===== src/rtl/hsv_pkg.sv =====
// ----------------------------------------------------------------------------
// hsv_pkg
// shared widths, sector codes and fixed-point helpers of the hsv to rgb path
// ----------------------------------------------------------------------------
package hsv_pkg;

    localparam int HUE_W   = 16;
    localparam int LEVEL_W = 14;
    localparam int CHAN_W  = 8;
    localparam int IN_W    = 48;   // 44 payload bits padded to whole bytes
    localparam int OUT_W   = 24;

    localparam int UNIT_W  = 13;   // clamped Q.12 level, 0..4096
    localparam int FRAC_W  = 16;   // hue fraction inside one sector
    localparam int FACT_W  = 29;   // Q.28 factor, 0..2^28
    localparam int CH40_W  = 41;   // Q.40 channel, 0..2^40

    localparam logic [UNIT_W-1:0] ONE_Q12 = 13'd4096;
    localparam logic [FACT_W-1:0] ONE_Q28 = 29'h1000_0000;
    localparam logic [FRAC_W:0]   ONE_Q16 = 17'h1_0000;

    typedef logic [2:0] t_sector;

    localparam t_sector SECTOR_RED_YEL = 3'd0;
    localparam t_sector SECTOR_YEL_GRN = 3'd1;
    localparam t_sector SECTOR_GRN_CYN = 3'd2;
    localparam t_sector SECTOR_CYN_BLU = 3'd3;
    localparam t_sector SECTOR_BLU_MAG = 3'd4;

    // negative -> 0, above 1.0 -> 1.0
    function automatic logic [UNIT_W-1:0] clamp_level(input logic [LEVEL_W-1:0] raw);
        logic [UNIT_W-1:0] mag;
        mag = raw[UNIT_W-1:0];
        if (raw[LEVEL_W-1]) begin
            return '0;
        end else if (mag > ONE_Q12) begin
            return ONE_Q12;
        end else begin
            return mag;
        end
    endfunction

    // round c*255 half up out of Q.40 and saturate
    function automatic logic [CHAN_W-1:0] to_byte(input logic [CH40_W-1:0] c40);
        logic [CH40_W+7:0] sum;
        logic [8:0]        whole;
        sum   = {c40, 8'b0} - {8'b0, c40} + {9'b0, 1'b1, 39'b0};
        whole = sum[CH40_W+7:40];
        if (whole > 9'd255) begin
            return 8'hFF;
        end else begin
            return whole[CHAN_W-1:0];
        end
    endfunction

endpackage


===== src/rtl/hsv_to_rgb_converter.sv =====
// ----------------------------------------------------------------------------
// hsv_to_rgb_converter
// streaming hsv to 8-bit rgb conversion, five register stages
// ----------------------------------------------------------------------------
// Takes one hue/saturation/value item per cycle, unless the output stalls,
// and returns one rgb item for each, in order. The path is split into
// five stages: level clamp and hue*6 sector split, the saturation-by-fraction
// products, the value products giving p, q and t, the sector channel select,
// and the round-to-byte step. Each stage holds its item while the next one is
// full and stalled, and empty stages fill up, so a stall on the output side
// loses nothing and the input keeps flowing until all five stages are full.
// Hue is an unsigned fraction of a turn; saturation and value are signed Q.12
// clamped to 0..1.0.
module hsv_to_rgb_converter
    import hsv_pkg::*;
(
    input  logic             i_clk,
    input  logic             i_rst_n,
    input  logic             i_s_axis_tvalid,
    output logic             o_s_axis_tready,
    // hue_turn[15:0], sat_level[29:16], val_level[43:30], zero pad
    input  logic [IN_W-1:0]  i_s_axis_tdata,
    output logic             o_m_axis_tvalid,
    input  logic             i_m_axis_tready,
    // red_out[7:0], green_out[15:8], blue_out[23:16]
    output logic [OUT_W-1:0] o_m_axis_tdata
);

    localparam int NSTG = 5;

    logic [NSTG:1] r_vld;
    logic [NSTG:1] stg_en;

    // stage k loads when it is empty or its item moves on
    always_comb begin
        stg_en[NSTG] = !r_vld[NSTG] || i_m_axis_tready;
        for (int k = NSTG - 1; k >= 1; k--) begin
            stg_en[k] = !r_vld[k] || stg_en[k+1];
        end
    end

    assign o_s_axis_tready = stg_en[1];
    assign o_m_axis_tvalid = r_vld[NSTG];

    always_ff @(posedge i_clk) begin
        if (!i_rst_n) begin
            r_vld <= '0;
        end else begin
            if (stg_en[1]) begin
                r_vld[1] <= i_s_axis_tvalid;
            end
            for (int k = 2; k <= NSTG; k++) begin
                if (stg_en[k]) begin
                    r_vld[k] <= r_vld[k-1];
                end
            end
        end
    end

    // stage 1: clamp and sector split
    logic [HUE_W-1:0]   in_hue;
    logic [HUE_W+2:0]   hue6;
    logic [UNIT_W-1:0]  r_s1_sat, r_s1_val;
    t_sector            r_s1_sector;
    logic [FRAC_W-1:0]  r_s1_frac;

    assign in_hue = i_s_axis_tdata[HUE_W-1:0];
    assign hue6   = {1'b0, in_hue, 2'b0} + {2'b0, in_hue, 1'b0};

    always_ff @(posedge i_clk) begin
        if (stg_en[1]) begin
            r_s1_sat    <= clamp_level(i_s_axis_tdata[HUE_W+LEVEL_W-1:HUE_W]);
            r_s1_val    <= clamp_level(i_s_axis_tdata[HUE_W+2*LEVEL_W-1:HUE_W+LEVEL_W]);
            r_s1_sector <= hue6[HUE_W+2:HUE_W];
            r_s1_frac   <= hue6[FRAC_W-1:0];
        end
    end

    // stage 2: factors 1-s, 1-s*f and 1-s*(1-f) as Q.28
    logic [FRAC_W:0]    inv_frac;
    logic [FACT_W-1:0]  sat_frac;
    logic [FACT_W:0]    sat_inv;
    logic [FACT_W-1:0]  r_s2_fp, r_s2_fq, r_s2_ft;
    logic [UNIT_W-1:0]  r_s2_val;
    t_sector            r_s2_sector;

    assign inv_frac = ONE_Q16 - {1'b0, r_s1_frac};
    assign sat_frac = r_s1_sat * r_s1_frac;
    assign sat_inv  = r_s1_sat * inv_frac;

    always_ff @(posedge i_clk) begin
        if (stg_en[2]) begin
            r_s2_fp     <= {ONE_Q12 - r_s1_sat, 16'b0};
            r_s2_fq     <= ONE_Q28 - sat_frac;
            r_s2_ft     <= ONE_Q28 - sat_inv[FACT_W-1:0];
            r_s2_val    <= r_s1_val;
            r_s2_sector <= r_s1_sector;
        end
    end

    // stage 3: p, q, t and v as Q.40
    logic [UNIT_W+FACT_W-1:0] prod_p, prod_q, prod_t;
    logic [CH40_W-1:0]        r_s3_p, r_s3_q, r_s3_t, r_s3_v;
    t_sector                  r_s3_sector;

    assign prod_p = r_s2_val * r_s2_fp;
    assign prod_q = r_s2_val * r_s2_fq;
    assign prod_t = r_s2_val * r_s2_ft;

    always_ff @(posedge i_clk) begin
        if (stg_en[3]) begin
            r_s3_p      <= prod_p[CH40_W-1:0];
            r_s3_q      <= prod_q[CH40_W-1:0];
            r_s3_t      <= prod_t[CH40_W-1:0];
            r_s3_v      <= {r_s2_val, 28'b0};
            r_s3_sector <= r_s2_sector;
        end
    end

    // stage 4: channel order by sector
    logic [CH40_W-1:0] n_red, n_grn, n_blu;
    logic [CH40_W-1:0] r_s4_red, r_s4_grn, r_s4_blu;

    always_comb begin
        case (r_s3_sector)
            SECTOR_RED_YEL: begin
                n_red = r_s3_v; n_grn = r_s3_t; n_blu = r_s3_p;
            end
            SECTOR_YEL_GRN: begin
                n_red = r_s3_q; n_grn = r_s3_v; n_blu = r_s3_p;
            end
            SECTOR_GRN_CYN: begin
                n_red = r_s3_p; n_grn = r_s3_v; n_blu = r_s3_t;
            end
            SECTOR_CYN_BLU: begin
                n_red = r_s3_p; n_grn = r_s3_q; n_blu = r_s3_v;
            end
            SECTOR_BLU_MAG: begin
                n_red = r_s3_t; n_grn = r_s3_p; n_blu = r_s3_v;
            end
            default: begin
                n_red = r_s3_v; n_grn = r_s3_p; n_blu = r_s3_q;
            end
        endcase
    end

    always_ff @(posedge i_clk) begin
        if (stg_en[4]) begin
            r_s4_red <= n_red;
            r_s4_grn <= n_grn;
            r_s4_blu <= n_blu;
        end
    end

    // stage 5: round to bytes, output register
    logic [OUT_W-1:0] r_s5_rgb;

    always_ff @(posedge i_clk) begin
        if (stg_en[5]) begin
            r_s5_rgb <= {to_byte(r_s4_blu), to_byte(r_s4_grn), to_byte(r_s4_red)};
        end
    end

    assign o_m_axis_tdata = r_s5_rgb;

endmodule


===== config.mk =====
export PLATFORM = sky130hd
export DESIGN_NAME = hsv_to_rgb_converter
export DESIGN_NICKNAME = d
export VERILOG_FILES = /design/src/rtl/hsv_pkg.sv /design/src/rtl/hsv_to_rgb_converter.sv
export SDC_FILE = /design/constraint.sdc
export NUM_CORES = 2
export LEC_CHECK = 0
export BUFFER_PORTS_ARGS = -buffer_cell sky130_fd_sc_hd__buf_2
export CORE_MARGIN = 8
export CORE_UTILIZATION = 60
export DETAILED_ROUTE_END_ITERATION = 10
export PLACE_DENSITY = 0.76
export SLEW_MARGIN = 20
export SYNTH_ARGS = -nofsm -noshare
export SYNTH_HDL_FRONTEND = slang
export SYNTH_SLANG_ARGS = --single-unit

===== constraint.sdc =====
create_clock -name i_clk -period 8.4 [get_ports i_clk]
set_clock_uncertainty 0.15 [all_clocks]
set_input_delay 0.42 -clock i_clk [delete_from_list [all_inputs] [get_ports i_clk]]
set_output_delay 0.42 -clock i_clk [all_outputs]
set_load 0.1 [all_outputs]

==> results.sh <==
export IMPL_synth_nets=8231
export IMPL_die_area_sq_um=115000
export IMPL_yosys_warnings=0
export IMPL_final_hold_violation_count=0
export IMPL_grt_usage_pct=25.7
export IMPL_portBuffers=73
export IMPL_gp_congestion=0.917
export IMPL_synthFlopType="edfxtp_1"
export IMPL_dpl_hpwl_mm=115
export IMPL_dr_total_vias=45400
export IMPL_drt_initial_drc_count=3946
export IMPL_detail_route_antenna_nets=0
export IMPL_drtPass1Iterations=8
export IMPL_status="complete, no violations"
export IMPL_fp_row_count=118
export IMPL_fin_ws_ps=781
export IMPL_setup_viol=0
export IMPL_tritoncts="built"
export IMPL_peakVddDrop_mv=0.425
export IMPL_critical_path_required_ps=8600
export IMPL_synth_seq_cells=397
export IMPL_initial_utilization_pct=60.4
export IMPL_routed_wl_mm=147
export IMPL_max_cap_violations=0
export IMPL_vias_per_cell=5.76
export IMPL_criticalPathCategory="register to register"
export IMPL_leakage_nw=30.8
export IMPL_synth_seq_area_share_pct=19.0
export IMPL_yosysTopAreaCellShare_pct=31.6
export IMPL_die_x_um=339
export IMPL_critPathMaxFanout=17
export IMPL_whs_ps=60.1
export IMPL_num_nets_final=8151
export IMPL_htreeDepth=2
export IMPL_critPathLaunchType="register"
export IMPL_core_sq_um=103000
export IMPL_syn_inst=6541
export IMPL_fin_cells=7879
export IMPL_drt_wirelength_per_cell_um=18.7
export IMPL_drive_gt1_share_pct=4.23
export IMPL_tns_ps=0
export IMPL_clock_sinks=397
export IMPL_endpoint_kind="register"
export IMPL_clk_pin_slew_ps=50
export IMPL_period_minus_slack_ps=7620
export IMPL_die_h_um=339
export IMPL_dp_cells=7762
export IMPL_synth_async_sr_flop_share_pct=0
export IMPL_grt_setup_unrepaired="no"
export IMPL_cts_buffer_depth=3
export IMPL_postSynthAreaPerCell_sq_um=9.55
export IMPL_timing_rr_start="r_s1_frac[3]"
export IMPL_synthTopCellsByArea="fa_1 32%, edfxtp_1 19%, ha_1 13%"
export IMPL_cts_root_buffer_cell="clkbuf_16"
export IMPL_relSlewSlack_pct=21.4
export IMPL_max_freq_mhz=131
export IMPL_syn_area_sq_um=62400
export IMPL_rrSetupSlack_ps=780
export IMPL_post_place_ws_ps=647
export IMPL_fin_crit_sh_pct=90.7
export IMPL_critPathLaunch="r_s1_frac[3]"
export IMPL_holdCritPathClass="input pin to register"
export IMPL_maxSlewViolCount=0
export IMPL_yosysTopAreaCell="fa_1"
export IMPL_grt_pass1_vias=47200
export IMPL_power_density_nw_per_um2=310
export IMPL_grt_max_degree=94
export IMPL_reg2regPathDepth=24
export IMPL_grt_pass1_wl_mm=242
export IMPL_cts_buffers=44
export IMPL_synthToLayoutAreaGrowth_pct=5.56
export IMPL_antenna_found_initial=2
export IMPL_ys_types=80
export IMPL_synth_edf_count=392
export IMPL_grt_ovfl_total=0
export IMPL_io_pins=78
export IMPL_cp_arrival_ps=7820
export IMPL_power_total_w=0.0204
export IMPL_tightest_slew_ps=1180
export IMPL_cp_endpoint="r_s2_ft[25]"
export IMPL_clk_latency_ps=610
export IMPL_drc_errors=0
export IMPL_postCtsSetupBuffers=0
export IMPL_r2r_end="r_s2_ft[25]"
-- worst max-delay path: stages, from the launching register on --
cell and delay, ps:
edfxtp_1 630, nor4_1 460, nand2_1 150, nor4_1 360
xnor2_2 330, nand2_1 170, fa_1 570, inv_1 50
fa_1 470, inv_1 50, fa_1 490, fa_1 560
fa_1 430, ha_1 300, ha_1 360, inv_1 50
o21ai_0 160, a21oi_1 120, o21a_1 200, a31oi_1 300
a31oi_1 150, o21ai_0 440, a21o_1 190, a21oi_1 80
xnor2_1 140
-- layout by cell type, fill, tap and decap left out, types with 16 or more instances in the layout --
master         instances
and3_1                17
a22oi_1               69
o211ai_1              19
edfxtp_1             392
a21oi_1              176
nand3_1               44
buf_4                 76
a31oi_1               16
xnor2_1              138
o21bai_1              22
ha_1                 653
o221ai_1              17
o21a_1                36
nor2b_1               36
nand2_1              882
clkbuf_16             45
dlygate4sd3_1         31
buf_2                 73
a211oi_1              24
mux2i_1               30
nor2_1               169
nor3_1                51
or3_1                 31
nand2b_1              25
xor2_1                56
fa_1                 985
and2_1               605
o21ai_0              187
inv_1               1214
a21o_1                88
nor4_1                22
-- synthesized netlist by cell type, types with 36 or more instances --
cell type  instances
a22oi_1           69
nor2_1           170
xnor2_1          140
a21o_1            88
a21oi_1          176
o21ai_0          187
fa_1             985
nor2b_1           37
and2_1           605
o21a_1            36
inv_1           1215
nand2_1          884
edfxtp_1         392
clkbuf_1         304
xor2_1            56
nor3_1            51
nand3_1           45
ha_1             653
-- per-layer routing --
metal | GRT usage (%) | up-vias | routed length [um]
met5 | 0 | - | 13
met4 | 10.3 | 2 | 6550
met3 | 4.19 | 342 | 11500
met2 | 43.1 | 1789 | 69200
met1 | 33.5 | 22700 | 60000
li1 | - | 20600 | -
-- repair_timing --
action / CTS / global route
endpoints found under the hold margin: 31 / 0
gates resized for setup: 0 / 0
hold buffers: 31 / 0
-- how the worst min path moves through the flow --
stage	from	to	slack, ps	cells after the start
floorplan	r_s1_sector[0]	r_s2_sector[0]	250	0
finish	i_s_axis_tdata[31]	r_s1_val[1]	60	2
detailed placement	r_s1_val[2]	r_s2_val[2]	250	0
global placement	r_s1_val[2]	r_s2_val[2]	250	0
global route	i_s_axis_tdata[31]	r_s1_val[1]	40	2
CTS	i_s_axis_tdata[1]	r_s1_frac[2]	20	2
-- area by class of cell --
| class | instances | area [sq um] |
|---|---|---|
| Multi-Input combinational cell | 4614 | 44900 |
| Clock inverter | 25 | 308 |
| Sequential cell | 397 | 11900 |
| Timing Repair Buffer | 188 | 1390 |
| Antenna cell | 2 | 5.00 |
| Fill cell | 8386 | 37400 |
| Tap cell | 1380 | 1730 |
| Inverter | 1216 | 4570 |
| Clock buffer | 57 | 1180 |
-- flip-flops by register name (all words and copies together) (netlist names), 15 cells and up --
signal	count
r_s4_red	40
r_s3_t	39
r_s2_fq	28
r_s1_frac	15
r_s2_ft	27
r_s4_grn	40
r_s4_blu	40
r_s3_p	25
o_m_axis_tdata	24
r_s3_q	40
-- logic make-up (layout without fill, tap and decap cells) --
logic type	count (synthesis)	in the layout	share of synthesized area [%]
AND/OR/NAND/NOR	1935	1935	15.1
adder cells (fa/ha/maj)	1638	1638	44.7
buffers and inverters	1530	1486	9.20
AO/OA/AOI/OAI	797	797	8.48
flip-flops	397	397	19.0
XOR/XNOR	198	198	2.80
multiplexers	46	46	0.787
other	0	2	0
-- metrics by stage --
step	instance area (sq um)	util, %
6_report	65900	63.8
5_1_grt	65900	63.8
4_1_cts	65900	63.7
3_5_place_dp	64100	62.0
3_3_place_gp	64100	62.0
2_1_floorplan	62400	-
-- report_power, final --
group	leakage (nW)	internal, W	total, W	switching, W
sequential	4.43	0.00343	0.00464	0.00122
combinational	25.6	0.00559	0.0138	0.00820
clock	0.717	0.00114	0.00199	0.000851
(Power assumes the default switching activity.)
